`src/rtl/core/swm_pkg.sv`:
```
package swm_pkg;

    localparam int CFG_WIDTH = 7;
    localparam logic [CFG_WIDTH-1:0] CFG_RESET = 7'd3;

    typedef struct packed {
        logic item;
        logic shift;
        logic clear;
    } t_ctrl;

endpackage

```
`src/rtl/core/swm_cell.sv`:
```
module swm_cell
    import swm_pkg::*;
#(
    parameter int SAMPLE_WIDTH = 32,
    parameter int AGE_WIDTH    = 7
) (
    input  logic                           i_clk,
    input  logic                           i_rst_n,
    input  t_ctrl                          i_ctrl,
    input  logic signed [SAMPLE_WIDTH-1:0] i_sample,
    input  logic                           i_left_keep,
    input  logic                           i_right_valid,
    input  logic        [AGE_WIDTH-1:0]    i_right_age,
    input  logic signed [SAMPLE_WIDTH-1:0] i_right_value,
    output logic                           o_keep,
    output logic                           o_valid,
    output logic        [AGE_WIDTH-1:0]    o_age,
    output logic signed [SAMPLE_WIDTH-1:0] o_value,
    output logic signed [SAMPLE_WIDTH-1:0] o_next_value
);

    logic                           r_valid;
    logic        [AGE_WIDTH-1:0]    r_age;
    logic signed [SAMPLE_WIDTH-1:0] r_value;

    logic                           n_valid;
    logic        [AGE_WIDTH-1:0]    n_age;
    logic signed [SAMPLE_WIDTH-1:0] n_value;

    logic                           w_src_valid;
    logic        [AGE_WIDTH-1:0]    w_src_age;
    logic signed [SAMPLE_WIDTH-1:0] w_src_value;

    always_comb begin
        w_src_valid = i_ctrl.shift ? i_right_valid : r_valid;
        w_src_age   = i_ctrl.shift ? i_right_age   : r_age;
        w_src_value = i_ctrl.shift ? i_right_value : r_value;
        o_keep      = w_src_valid && (!i_ctrl.item || (w_src_value >= i_sample));

        n_valid = w_src_valid;
        n_age   = w_src_age;
        n_value = w_src_value;
        if (i_ctrl.item) begin
            if (o_keep) begin
                n_valid = 1'b1;
                n_age   = w_src_age + AGE_WIDTH'(1);
            end else if (i_left_keep) begin
                n_valid = 1'b1;
                n_age   = '0;
                n_value = i_sample;
            end else begin
                n_valid = 1'b0;
                n_age   = '0;
            end
        end
        o_next_value = n_value;
        if (i_ctrl.clear) begin
            n_valid = 1'b0;
            n_age   = '0;
        end
    end

    always_ff @(posedge i_clk) begin
        if (!i_rst_n) begin
            r_valid <= 1'b0;
            r_age   <= '0;
        end else begin
            r_valid <= n_valid;
            r_age   <= n_age;
        end
        r_value <= n_value;
    end

    assign o_valid = r_valid;
    assign o_age   = r_age;
    assign o_value = r_value;

endmodule

```
`config.mk`:
```
export PLATFORM = sky130hd
export DESIGN_NAME = swm_cell
export DESIGN_NICKNAME = d
export VERILOG_FILES = /design/src/rtl/core/swm_pkg.sv /design/src/rtl/core/swm_cell.sv
export SDC_FILE = /design/constraint.sdc
export NUM_CORES = 1
export LEC_CHECK = 0
export BUFFER_PORTS_ARGS = -buffer_cell sky130_fd_sc_hd__buf_2
export CAP_MARGIN = 5
export CORE_ASPECT_RATIO = 1.75
export CORE_UTILIZATION = 42
export CTS_BUF_LIST = sky130_fd_sc_hd__clkbuf_2
export CTS_CLUSTER_SIZE = 8
export DETAILED_ROUTE_END_ITERATION = 16
export GPL_TIMING_DRIVEN = 1
export PLACE_DENSITY = 0.76
export SYNTH_ARGS = -nofsm -noshare
export SYNTH_HDL_FRONTEND = slang
export SYNTH_SLANG_ARGS = --single-unit
```
`constraint.sdc`:
```
create_clock -name i_clk -period 3.64 [get_ports i_clk]
set_input_delay 0 -clock i_clk [delete_from_list [all_inputs] [get_ports i_clk]]
set_output_delay 0 -clock i_clk [all_outputs]
set_load 0.02 [all_outputs]
```
==> impl.org, run 1 <==
** Synth
- In this run the mean area of a mapped cell was between 10 and 15 um^2.
- In this run, synthesis produced a sequential element count of 40.
- Async set-reset flop share out of synthesis :: 0%
- Synthesis produced 270 cells.
- Summed over all instances, the cell type with the most area after synthesis is dfxtp_1.
- Leading post-synthesis cells by cell area :: dfxtp_1 (28%), mux2_4 (15%), ha_1 (15%)
- Sequential cell area fraction in the yosys report :: between 20% and 30%
- Yosys mapped a number of flops with a built-in enable equal to 0.
- The number of nets handed over by synthesis was 381.
- The share of synthesized area in the top cell type comes to approximately 28%.
- The synthesized netlist occupies a cell area of about 2800 um^2.
- Commonest register cell after synthesis :: dfxtp_1
- Leading post-synthesis cells by instance count :: dfxtp_1 (40), mux2_2 (36), ha_1 (33), inv_1 (33), mux2_4 (29)
- Number of distinct standard cells referenced by the synthesized netlist :: 36
- Yosys synthesis warning count :: 0
- Library cell with the highest instance count after synthesis :: dfxtp_1

** Setup path
- Required time reported for the critical path endpoint :: 3.96 ns
- In this run the worst setup path begins at o_value[7].
- The worst register-to-register path ends at o_value[14].
- Path type of the worst setup path :: flip-flop to flip-flop
- Critical Path End Type :: flip-flop
- Of all nets on the critical path, the largest fanout is 8.
- For the worst setup path, the data arrival time is 3.79 ns.
- The worst register-to-register path has a setup slack of between 0.15 and 0.2 ns.
- The worst setup path is launched from a flip-flop.
- Startpoint of the worst-slack reg-to-reg timing path :: o_value[7]
- Counting cells, the worst reg-to-reg path comes to 11.

** CTS
- CTS sink cnt :: 40
- Number of clock buffers inserted by TritonCTS :: 5
- Depth of the CTS H-tree :: 2
- The clock passes through at most 2 buffers.
- Master cell of the clock root buffer :: clkbuf_2
- Clock latency at the later pin of the worst-skew pair :: 0.43 ns
- Clock slew at reported path FFs :: 0.22 ns
- TritonCTS built the clock tree.

** Route
- Via count normalized by instance count :: between 5 and 6
- WL final :: approximately 9 mm
- After the first detailed-routing iteration, the DRC count stood at 72.
- For this run, design rule violations remaining after detail routing come to 0.
- The routed layout has ~3000 vias.
- The detail route stage leaves a number of antenna-violating nets equal to 0.
- After detailed routing, the average wire length per cell comes to 15.2 um.
- Total iterations of the first detailed-routing run :: 4

** Place
- At the end of routability-driven placement, the weighted congestion stood at between 0.7 and 0.8.
- Half-perimeter wire length of the detailed placement result :: about 6 mm
- Port buffering added 150 buffers.

** Floorplan
- between 150 and 200 I/O pins were placed.
- Initial standard-cell utilization of the core :: a little over two fifths
- The floorplan step defined a die boundary enclosing slightly above 7000 um^2.
- Die outline height :: 111 um
- Width of the die :: 64.0 um
- # rows :: 39
- Floorplan Core Area :: 6540 um^2

** STA
- Setup repair after global routing missed its margin :: false
- Between clock sinks in the finished design, the worst skew comes to between 0.02 and 0.025 ns.
- Setup violation total in the final timing report :: 0
- Worst slew pin tran :: about 0.46 ns
- Fin. max-slew vios :: 0
- The number of hold-slack violations in the final timing report was 0.
- Headroom to the max-slew limit came out at 69.5%.
- Final Hold Slack :: between 0.08 and 0.09 ns
- The final critical path takes up a little over nine tenths of the cycle.
- Fin crit period :: 3.46 ns
- Adding up every negative setup slack in the final design gives 0 ns.
- Timing would allow up to a little under 300 MHz.

** Global route
- Global-route wire length before repair :: 14.2 mm
- For this run, global-route usage on met3 was measured as approximately 3.7%.
- After global routing, the most crowded layer is met2.
- Global routing used about half of the available met2 tracks.
- The number of antenna violations at the first check in global routing was 1.
- Entering global routing, the biggest net connects 45 pins.
- Global routing used 25.6% of the available tracks.
- Met1 usage :: approximately 25%
- Via count of the first global-routing pass :: ~3200
- Global routing finished with a remaining overflow of 0.

** Finish
- Cells fill 69.4% of the core in the end.
- The multi-input combinational cells in the finished layout cover a total of around 1800 um^2.
- Counting the fill cells in the layout gives about 500.
- Layout net count :: roughly 600
- The post-route netlist has between 40 and 50% of its cells at a drive strength greater than 1.
- Layout area overhead :: 60.4%
- Sequential Area :: between 800 and 900 um^2

** Min path
- The worst hold path passes through 3 cells.
- The worst hold path terminates at o_age[1].
- In this run the most critical hold path is launched from i_rst_n.
- The worst hold path belongs to the class input port to flip-flop.

** Power
- Total power for the finished layout comes to 1.50 mW.
- LEAKAGE :: between 2 and 2.5 nW
- Worst IR Drop VDD :: around 0.00026 V
- Power spread over the standard cell area amounts to around 330 nW/um^2.

** Status
- The flow ran to the end, and the final reports show no timing, DRC or antenna violations.

** Flow run
- The tool flagged a number of max-cap violations equal to 0.
routing by layer:
metal	wire, um	vias up
met2	4950	110
met1	3140	1394
met3	333	41
li1	-	1436
met5	0	-
met4	499	0
metrics by stage:
stage	instances	instance area (um^2)	worst slack, ns
6_report	586	4540	0.175
5_1_grt	586	4540	0.0122
4_1_cts	579	4440	0.0139
3_5_place_dp	497	3660	0.374
3_3_place_gp	497	3660	0.432
2_1_floorplan	270	2830	0.591
what timing repair did:
item	in CTS	in global routing
endpoints found under the hold margin	40	0
buffers inserted	0	5
setup endpoints to repair	0	42
resized for setup	0	4
hold buffers	75	0
final cells by class:
cell class                      instances  area share (%)
Antenna cell                            1          0.0552
Sequential cell                        40            17.7
Timing Repair Buffer                  234            35.9
Multi-Input combinational cell        189            40.7
Tap cell                               82            2.26
Clock inverter                          2           0.165
Inverter                               33            2.73
Clock buffer                            5           0.552
critical path, stage by stage (launching register included):
cell,delay (ns)
dfxtp_1,0.36
mux2_2,0.28
ha_1,0.31
a21oi_1,0.14
o21ai_0,0.12
a221o_1,0.32
o31a_1,0.31
o211ai_2,0.23
nand3_4,0.21
buf_4,0.21
mux2_4,0.29
dlygate4sd3_1,0.56
logic make-up (layout without fill, tap and decap cells):
logic type / after synthesis / in the layout / share of synthesized area (%)
muxes: 69 / 69 / 31.1
xor gates and xnor gates: 6 / 6 / 1.86
and+or+nand+nor: 45 / 45 / 8.45
adders and majority gates: 33 / 33 / 14.6
buffers and inverters: 41 / 274 / 7.30
DFF: 40 / 40 / 28.3
other: 0 / 1 / 0
AOI/OAI and AO/OA: 36 / 36 / 8.36
cells in the final DEF (no fill, tap or decap), drive strengths merged, types with 4 or more instances in the layout:
| cell | synthesis | layout |
|---|---|---|
| nor2b | 4 | 4 |
| dfxtp | 40 | 40 |
| o21ai | 4 | 4 |
| buf | 7 | 158 |
| nor4 | 4 | 4 |
| mux2 | 65 | 65 |
| inv | 33 | 33 |
| nor2 | 10 | 10 |
| clkbuf | 1 | 6 |
| mux2i | 4 | 4 |
| a21oi | 18 | 18 |
| nand3 | 5 | 5 |
| dlygate4sd3 | 0 | 75 |
| ha | 33 | 33 |
| nand4 | 9 | 9 |
| nand2 | 8 | 8 |
report_power, final:
| part | switching [mW] | internal, mW |
|---|---|---|
| Clock | 0.155 | 0.0395 |
| Combinational | 0.391 | 0.392 |
| Sequential | 0.0261 | 0.494 |
state kept, by name, summed over array words and instances (netlist names):
name and count:
o_valid 1, o_age 7, o_value 32
worst max path at each step:
stage / slack, ns / to
2_1_floorplan: 0.59 / o_value[0]
3_3_place_gp: 0.43 / o_next_value[7]
4_1_cts: 0.01 / o_value[10]
6_report: 0.18 / o_value[14]
3_5_place_dp: 0.37 / o_next_value[3]
5_1_grt: 0.01 / o_value[14]
Note: power is estimated with default switching activity, not from simulation.
==> inputs of run 2 (changes only) <==
--- a/config.mk
+++ b/config.mk
@@ -13,6 +13,7 @@
 export CTS_CLUSTER_SIZE = 8
 export DETAILED_ROUTE_END_ITERATION = 16
 export GPL_TIMING_DRIVEN = 1
+export MAX_ROUTING_LAYER = met4
 export PLACE_DENSITY = 0.76
 export SYNTH_ARGS = -nofsm -noshare
 export SYNTH_HDL_FRONTEND = slang
==> run 2 against run 1 <==
Against the previous run: sequential power hardly changed; clock-buffer cell count stayed put; via count is 0.27% lower; fmax hardly changed; wire length hardly changed; critical path type unchanged; largest cell class unchanged; highest routed layer unchanged.
==> impl.org, run 2 (same netlist as run 1, synthesis figures left out) <==
** Finish
- Layout area overhead :: 60.1% (was 60.4%)
- Share of cells above drive strength 1 :: 46.6% (was 46.7%)
- The number of nets in the final layout came to 613 (was 614).
- The flip-flop count of the largest register after layout was 32 (unchanged).
- Most common cell after layout, fill and taps aside :: buf_2 (unchanged)
- Commonest cells after routing, fill and taps aside :: buf_2 (150), dlygate4sd3_1 (75), dfxtp_1 (40), mux2_2 (36), inv_1 (33) (unchanged)

** Floorplan
- The placeable core region is 6540 um^2 (unchanged).
- Die area :: 7080 um^2 (unchanged)
- The die height came to 111 um (unchanged).
- Width of the die :: 64.0 um (unchanged)
- The initial core utilization was 43.3% (unchanged).
- # rows :: 39 (unchanged)
- Top Ports :: 151 (unchanged)

** Global route
- Number of antenna violations at the first check in global routing :: 1 (unchanged)
- The remaining global-route overflow is 0 (unchanged).
- The combined global-route utilization of all metal layers came to 26.2% (was 25.6%).
- The maximum number of pins on one net before global-route repair was 45 (unchanged).
- Via count of the first global-routing pass :: 3181 (was 3174)
- The first-pass GRT wire length was 14.2 mm (about the same).

** Route
- Number of nets still failing antenna checks after routing :: 0 (unchanged)
- Total iterations of the first detailed-routing run :: 4 (unchanged)
- Remaining DRCs :: 0 (unchanged)
- Routed wire per std cell :: 15.3 um (was 15.2 um)
- Via count normalized by instance count :: 5.08 (was 5.09)
- The routed wire length was 8.93 mm (about the same).
- Number of violations reported at the end of detailed-routing iteration 0 :: 67 (was 72)
- Routed vias :: 2973 (was 2981)

** CTS
- Clock slew at reported path FFs :: 0.22 ns (about the same)
- Master cell of the clock root buffer :: clkbuf_2 (unchanged)
- The CTS sink count is 40 (unchanged).
- CTS tree :: done (unchanged)
- Depth of the CTS H-tree :: 2 (unchanged)
- The TritonCTS buffer count was 5 (unchanged).
- The clock latency on the worst-skew pair came to 0.43 ns (about the same).
- The buffer levels on the longest clock path is 2 (unchanged).

** Power
- The switching power was 0.573 mW (about the same).
- Total power density per cell area :: 330 nW/um^2 (about the same)
- The net switching share of the total power was 38.3% (was 38.2%).
- The combinational share of power is 52.3% (about the same).
- The largest vdd supply drop was 0.000261 V (was 0.000263 V).
- Clock group share of total power :: 13.0% (about the same)
- Internal power of the cells :: 0.924 mW (was 0.925 mW)
- The static leakage power was 2.36 nW (about the same).
- The sequential power share is 34.7% (about the same).
- Final Total Pwr :: 1.50 mW (about the same)

** STA
- Total Negative Setup Slacks :: 0 ns (unchanged)
- The minimum period implied by the final worst setup slack is 3.46 ns (about the same).
- The setup violation total in the final timing report came to 0 (unchanged).
- Largest clock skew in the final design :: 0.0257 ns (was 0.0249 ns)
- The worst hold margin came to 0.0798 ns (was 0.0853 ns).
- PnR worst setup slack :: 0.179 ns (was 0.175 ns)
- Period utilisation layout :: 95.1% (was 95.2%)
- Setup repair after global routing missed its margin :: false (unchanged)
- The actual transition at the worst max-transition pin is 0.457 ns (was 0.455 ns).
- Fin. max-slew vios :: 0 (unchanged)
- Relative slew slack :: 69.3% (was 69.5%)
- Number of failing hold endpoints at the final stage :: 0 (unchanged)
- Maximum clock rate :: 289 MHz (about the same)

** Setup path
- The highest fanout seen on the critical path came to 8 (unchanged).
- The arrival time at the worst endpoint came to 3.81 ns (was 3.79 ns).
- The flop-to-flop setup slack came to 0.18 ns (about the same).
- Required time reported for the critical path endpoint :: 3.99 ns (was 3.96 ns)
- Startpoint of the worst-slack reg-to-reg timing path :: o_value[7] (unchanged)
- Count of cells along the worst register-to-register path :: 11 (unchanged)
- The kind of end point of the critical path was a flip-flop (unchanged).
- The kind of start point of the critical path was a flip-flop (unchanged).
- Crit Reg-Reg Endpoint :: o_value[3] (was o_value[14])
- The classification of the worst setup path is flip-flop to flip-flop (unchanged).

** Status
- Status :: complete, no violations (unchanged)

** Min path
- Worst hold endpoint :: o_age[1] (unchanged)
- The worst hold-check path type is input port to flip-flop (unchanged).
- The beginning of the worst hold path is i_rst_n (unchanged).
- Hold path cells :: 3 (unchanged)

** Place
- The final weighted congestion of routability-driven global placement came to 0.771 (was 0.761).
- The final HPWL from detailed placement was 5.94 mm (unchanged).
- Count of input and output buffers :: 150 (unchanged)
- DP Worst Slack :: 0.374 ns (unchanged)

** Flow run
- Max Cap Violations :: 0 (unchanged)
## run 2: cell count changes in the layout (fill, tap and decap cells not counted), sizes merged
| cell | previous run | this run |
|---|---|---|
| buf | 158 | 157 |
## run 2: through the flow
step | cells | area, um^2 | utilization, %
3_3_place_gp | 497 | 3660 | 56.0
4_1_cts | 579 | 4440 | 67.9
3_5_place_dp | 497 | 3660 | 56.0
6_report | 585 | 4530 | 69.3
5_1_grt | 585 | 4530 | 69.3
2_1_floorplan | 270 | 2830 | -
## run 2: what timing repair did
action,CTS,global route
endpoints found under the hold margin,40,0
endpoints found under the setup margin,0,42
hold buffers,75,0
buffers inserted,0,4
resized for setup,0,4
## run 2: layer usage
| layer | up-vias | GRT usage [%] | share of wire [%] |
|---|---|---|---|
| met2 | 113 | 47.9 | 56 |
| met1 | 1386 | 24.9 | 35 |
| met3 | 42 | 3.51 | 3.7 |
| li1 | 1432 | - | - |
| met4 | 0 | 16.4 | 5.4 |
| met5 | - | - | 0 |
## run 2: worst max path at each step
stage                                 end  cells past startpoint   startpoint
after floorplan                o_value[0]                     13    i_ctrl[1]
after global placement    o_next_value[7]                     13    i_ctrl[1]
after detailed placement  o_next_value[3]                     13    i_ctrl[1]
after CTS                     o_value[10]                     11   o_value[7]
after global routing          o_value[14]                     11  o_value[15]
final                          o_value[3]                     11   o_value[7]
## run 2: final cells by class
class                   count  area (um^2)
fillers                   492         2010
diodes                      1         2.50
repair buffers            233         1620
inverters                  33          124
well taps                  82          103
flip-flops and latches     40          801
clock buffers               5         25.0
clock inverters             2         7.51
multi-input cells         189         1850
## run 2: critical path: stages (launching register included)
cell and delay, ns:
dfxtp_1 0.36, mux2_2 0.28, ha_1 0.31, a21oi_1 0.14
o21ai_0 0.12, a221o_1 0.32, o31a_1 0.31, o211ai_2 0.22
nand3_4 0.21, clkbuf_16 0.22, mux2_4 0.30, dlygate4sd3_1 0.57
## run 2: power by group through the flow
stage / logic (mW) / clock network (mW) / registers [mW]
floorplan: 0.368 / 0 / 0.596
global placement: 0.627 / 0 / 0.525
detailed placement: 0.643 / 0 / 0.528
CTS: 0.753 / 0.202 / 0.518
global route: 0.840 / 0.218 / 0.526
finish: 0.782 / 0.195 / 0.520
==> inputs of run 3 (changes only) <==
==> constraint.sdc (replaced) <==
create_clock -name i_clk -period 3.64 [get_ports i_clk]
set_input_delay 0.364 -clock i_clk [delete_from_list [all_inputs] [get_ports i_clk]]
set_output_delay 0.364 -clock i_clk [all_outputs]
set_load 0.02 [all_outputs]
==> run 3 against run 2 <==
Against the previous run: the flow now finishes with violations (setup timing); clock-buffer cell count grew 1; sequential share of layout area grew 0.56 points; die area is the same; design area shrank 1.5%; critical path depth grew 2; critical endpoint is now o_next_value[25].
==> impl.org, run 3 (same netlist as run 1, synthesis figures left out) <==
** Floorplan
- The die height was 111 um (unchanged).
- The initial core utilization was 43.3% (unchanged).
- The boundary pin count came to 151 (unchanged).
- Width of the die :: 64.0 um (unchanged)
- The total number of placement rows is 39 (unchanged).
- Die area :: 7080 um^2 (unchanged)
- The placeable core region came to 6540 um^2 (unchanged).

** Setup path
- The reg-to-reg endpoint is o_value[6] (was o_value[3]).
- The classification of the worst setup path is flip-flop to output pin (was flip-flop to flip-flop).
- Critical Path End Type :: output pin (was flip-flop)
- The arrival time at the worst endpoint is 3.37 ns (was 3.81 ns).
- Count of cells along the worst register-to-register path :: 13 (was 11)
- Max Fanout on Critical Path :: 9 (was 8)
- Register-to-register setup slack :: 0.70 ns (was 0.18 ns)
- Required time reported for the critical path endpoint :: 3.28 ns (was 3.99 ns)
- The kind of start point of the critical path is a flip-flop (unchanged).
- The launch instance of the worst register-to-register path was o_value[9] (was o_value[7]).

** STA
- Total Negative Setup Slacks :: -1.88 ns (was 0 ns)
- Number of failing hold endpoints at the final stage :: 0 (unchanged)
- Maximum clock rate :: 268 MHz (was 289 MHz)
- Setup violation total in the final timing report :: 25 (was 0)
- The actual transition at the worst max-transition pin came to 0.460 ns (was 0.457 ns).
- The minimum period implied by the final worst setup slack came to 3.73 ns (was 3.46 ns).
- The clock tree skew after final layout was 0.0223 ns (was 0.0257 ns).
- Final Hold Slack :: 0.170 ns (was 0.0798 ns)
- The period utilization was 103% (was 95.1%).
- The total count of max-transition violations in the final report came to 0 (unchanged).
- The relative max-transition margin came to 69.1% (was 69.3%).
- The smallest setup slack after layout is -0.0936 ns (was 0.179 ns).
- Setup repair after global routing missed its margin :: true (was false)

** Route
- The first-iteration detailed-routing DRC count was 58 (was 67).
- The number of remaining DRC errors was 0 (unchanged).
- The routed wire length was 8.82 mm (was 8.93 mm).
- The routed wirelength normalized by instance count was 16.6 um (was 15.3 um).
- Routed vias :: 2786 (was 2973)
- The first-pass detailed-route iteration total was 6 (was 4).
- Number of nets still failing antenna checks after routing :: 0 (unchanged)
- Via count normalized by instance count :: 5.26 (was 5.08)

** Global route
- Via count of the first global-routing pass :: 2910 (was 3181)
- The combined global-route utilization of all metal layers came to 24.0% (was 26.2%).
- Number of antenna violations at the first check in global routing :: 0 (was 1)
- Leftover overflow at the end of global routing :: 0 (unchanged)
- Global-route wire length before repair :: 12.9 mm (was 14.2 mm)
- The maximum number of pins on one net before global-route repair was 13 (was 45).

** Finish
- Non-filler instance count after layout :: 530 (was 585)
- Number of flip-flops under the largest register name :: 32 (unchanged)
- Share of cells above drive strength 1 :: 63.6% (was 46.6%)
- The number of nets in the final layout came to 558 (was 613).
- Final standard cell utilization of the core :: 68.2% (was 69.3%)
- Most common cell after layout, fill and taps aside :: buf_2 (unchanged)
- The final instance area is 4460 um^2 (was 4530 um^2).
- Count of antenna diodes in the layout :: 0 (was 1)
- Commonest cells after routing, fill and taps aside: buf_2 (117), mux2_4 (37), inv_1 (33), buf_6 (33), dfxtp_1 (30) (was buf_2 (150), dlygate4sd3_1 (75), dfxtp_1 (40), mux2_2 (36), inv_1 (33)).
- The synthesis-to-layout area growth is 57.6% (was 60.1%).

** CTS
- CTS Hold Buffers Added :: 0 (was 75)
- The clock tree from TritonCTS is done (unchanged).
- The clock latency on the worst-skew pair is 0.43 ns (about the same).
- CTS sink cnt :: 40 (unchanged)
- Depth of the CTS H-tree :: 2 (unchanged)
- The buffer type at the clock tree root is clkbuf_2 (unchanged).
- The TritonCTS buffer count was 5 (unchanged).
- Clk buf depth :: 2 (unchanged)
- Clock slew at reported path FFs :: 0.22 ns (about the same)

** Flow run
- The count of max-cap constraint violations came to 0 (unchanged).

** Place
- Count of input and output buffers :: 150 (unchanged)
- Placed cell count :: 510 (was 497)
- The worst slack at placement is -0.121 ns (was 0.374 ns).
- RD Place Congestion :: 0.804 (was 0.771)
- Half-perimeter wire length of the detailed placement result :: 6.28 mm (was 5.94 mm)
- The placed instance area was 3780 um^2 (was 3660 um^2).

** Power
- The static leakage power was 2.31 nW (was 2.36 nW).
- The largest vdd supply drop was 0.000209 V (was 0.000261 V).
- The power after layout is 1.63 mW (was 1.50 mW).
- The power density normalized to cell area was 366 nW/um^2 (was 330 nW/um^2).

** Min path
- Worst hold path startpoint :: i_sample[18] (was i_rst_n)
- Worst hold endpoint :: o_value[18] (was o_age[1])
- Hold path cells :: 2 (was 3)
- Worst min path class :: input port to flip-flop (unchanged)

** Status
- Violations in the final reports :: setup timing
- Status: complete, but fails checks (was complete, no violations).
run 3: cell count changes in the layout (fill, tap and decap cells not counted), moves of 4 or more:
cell / delta
a21oi_2: +6
buf_6: +32
mux2_2: -8
dfxtp_2: +10
dfxtp_1: -10
ha_4: +9
ha_1: -9
buf_12: +4
buf_2: -33
mux2_4: +8
a21oi_1: -6
buf_4: +14
dlygate4sd3_1: -75
run 3: cell type report:
cell class	instances	area, um^2
fill	495	2080
clock buffer	6	30.0
clock inverter	2	35.0
tap	82	103
sequential	40	813
inverter	33	124
timing repair buffer	178	1330
multi-input combinational	189	2030
run 3: worst max-delay path, cell delays in order, from the launching register on:
cell and delay [ns]:
dfxtp_2 0.37, mux2_4 0.29, ha_4 0.28, nand4_1 0.15
buf_4 0.18, or3_4 0.36, a21oi_2 0.11, o31a_1 0.17
o211ai_2 0.13, nand3_4 0.16, buf_12 0.14, buf_12 0.14
mux2_4 0.32, buf_6 0.13
run 3: worst max path at each step:
stage	start	endpoint	slack [ns]
global placement	i_ctrl[1]	o_next_value[8]	-0.1
global route	o_value[9]	o_next_value[14]	-0.18
detailed placement	i_ctrl[1]	o_next_value[4]	-0.12
CTS	o_value[14]	o_next_value[5]	-0.07
finish	o_value[9]	o_next_value[25]	-0.09
floorplan	i_ctrl[1]	o_next_value[0]	0.02
run 3: repair_timing:
action | in CTS | in global routing
buffers inserted | 4 | 5
setup endpoints to repair | 29 | 32
resized for setup | 70 | 41
gates cloned | 2 | 1
pin swaps | 6 | 6
run 3: layer usage:
| metal | part of all wire [%] | up-vias | global-route usage [%] |
|---|---|---|---|
| met5 | 0 | - | - |
| met4 | 3.9 | 0 | 13.0 |
| met3 | 4.6 | 27 | 3.62 |
| met2 | 59 | 119 | 47.2 |
| met1 | 32 | 1319 | 20.4 |
| li1 | - | 1321 | - |
run 3: where the power goes:
part / leakage [nW] / internal [mW] / switching, mW
logic: 1.93 / 0.422 / 0.411
clock network: 0.0430 / 0.118 / 0.158
registers: 0.335 / 0.497 / 0.0250
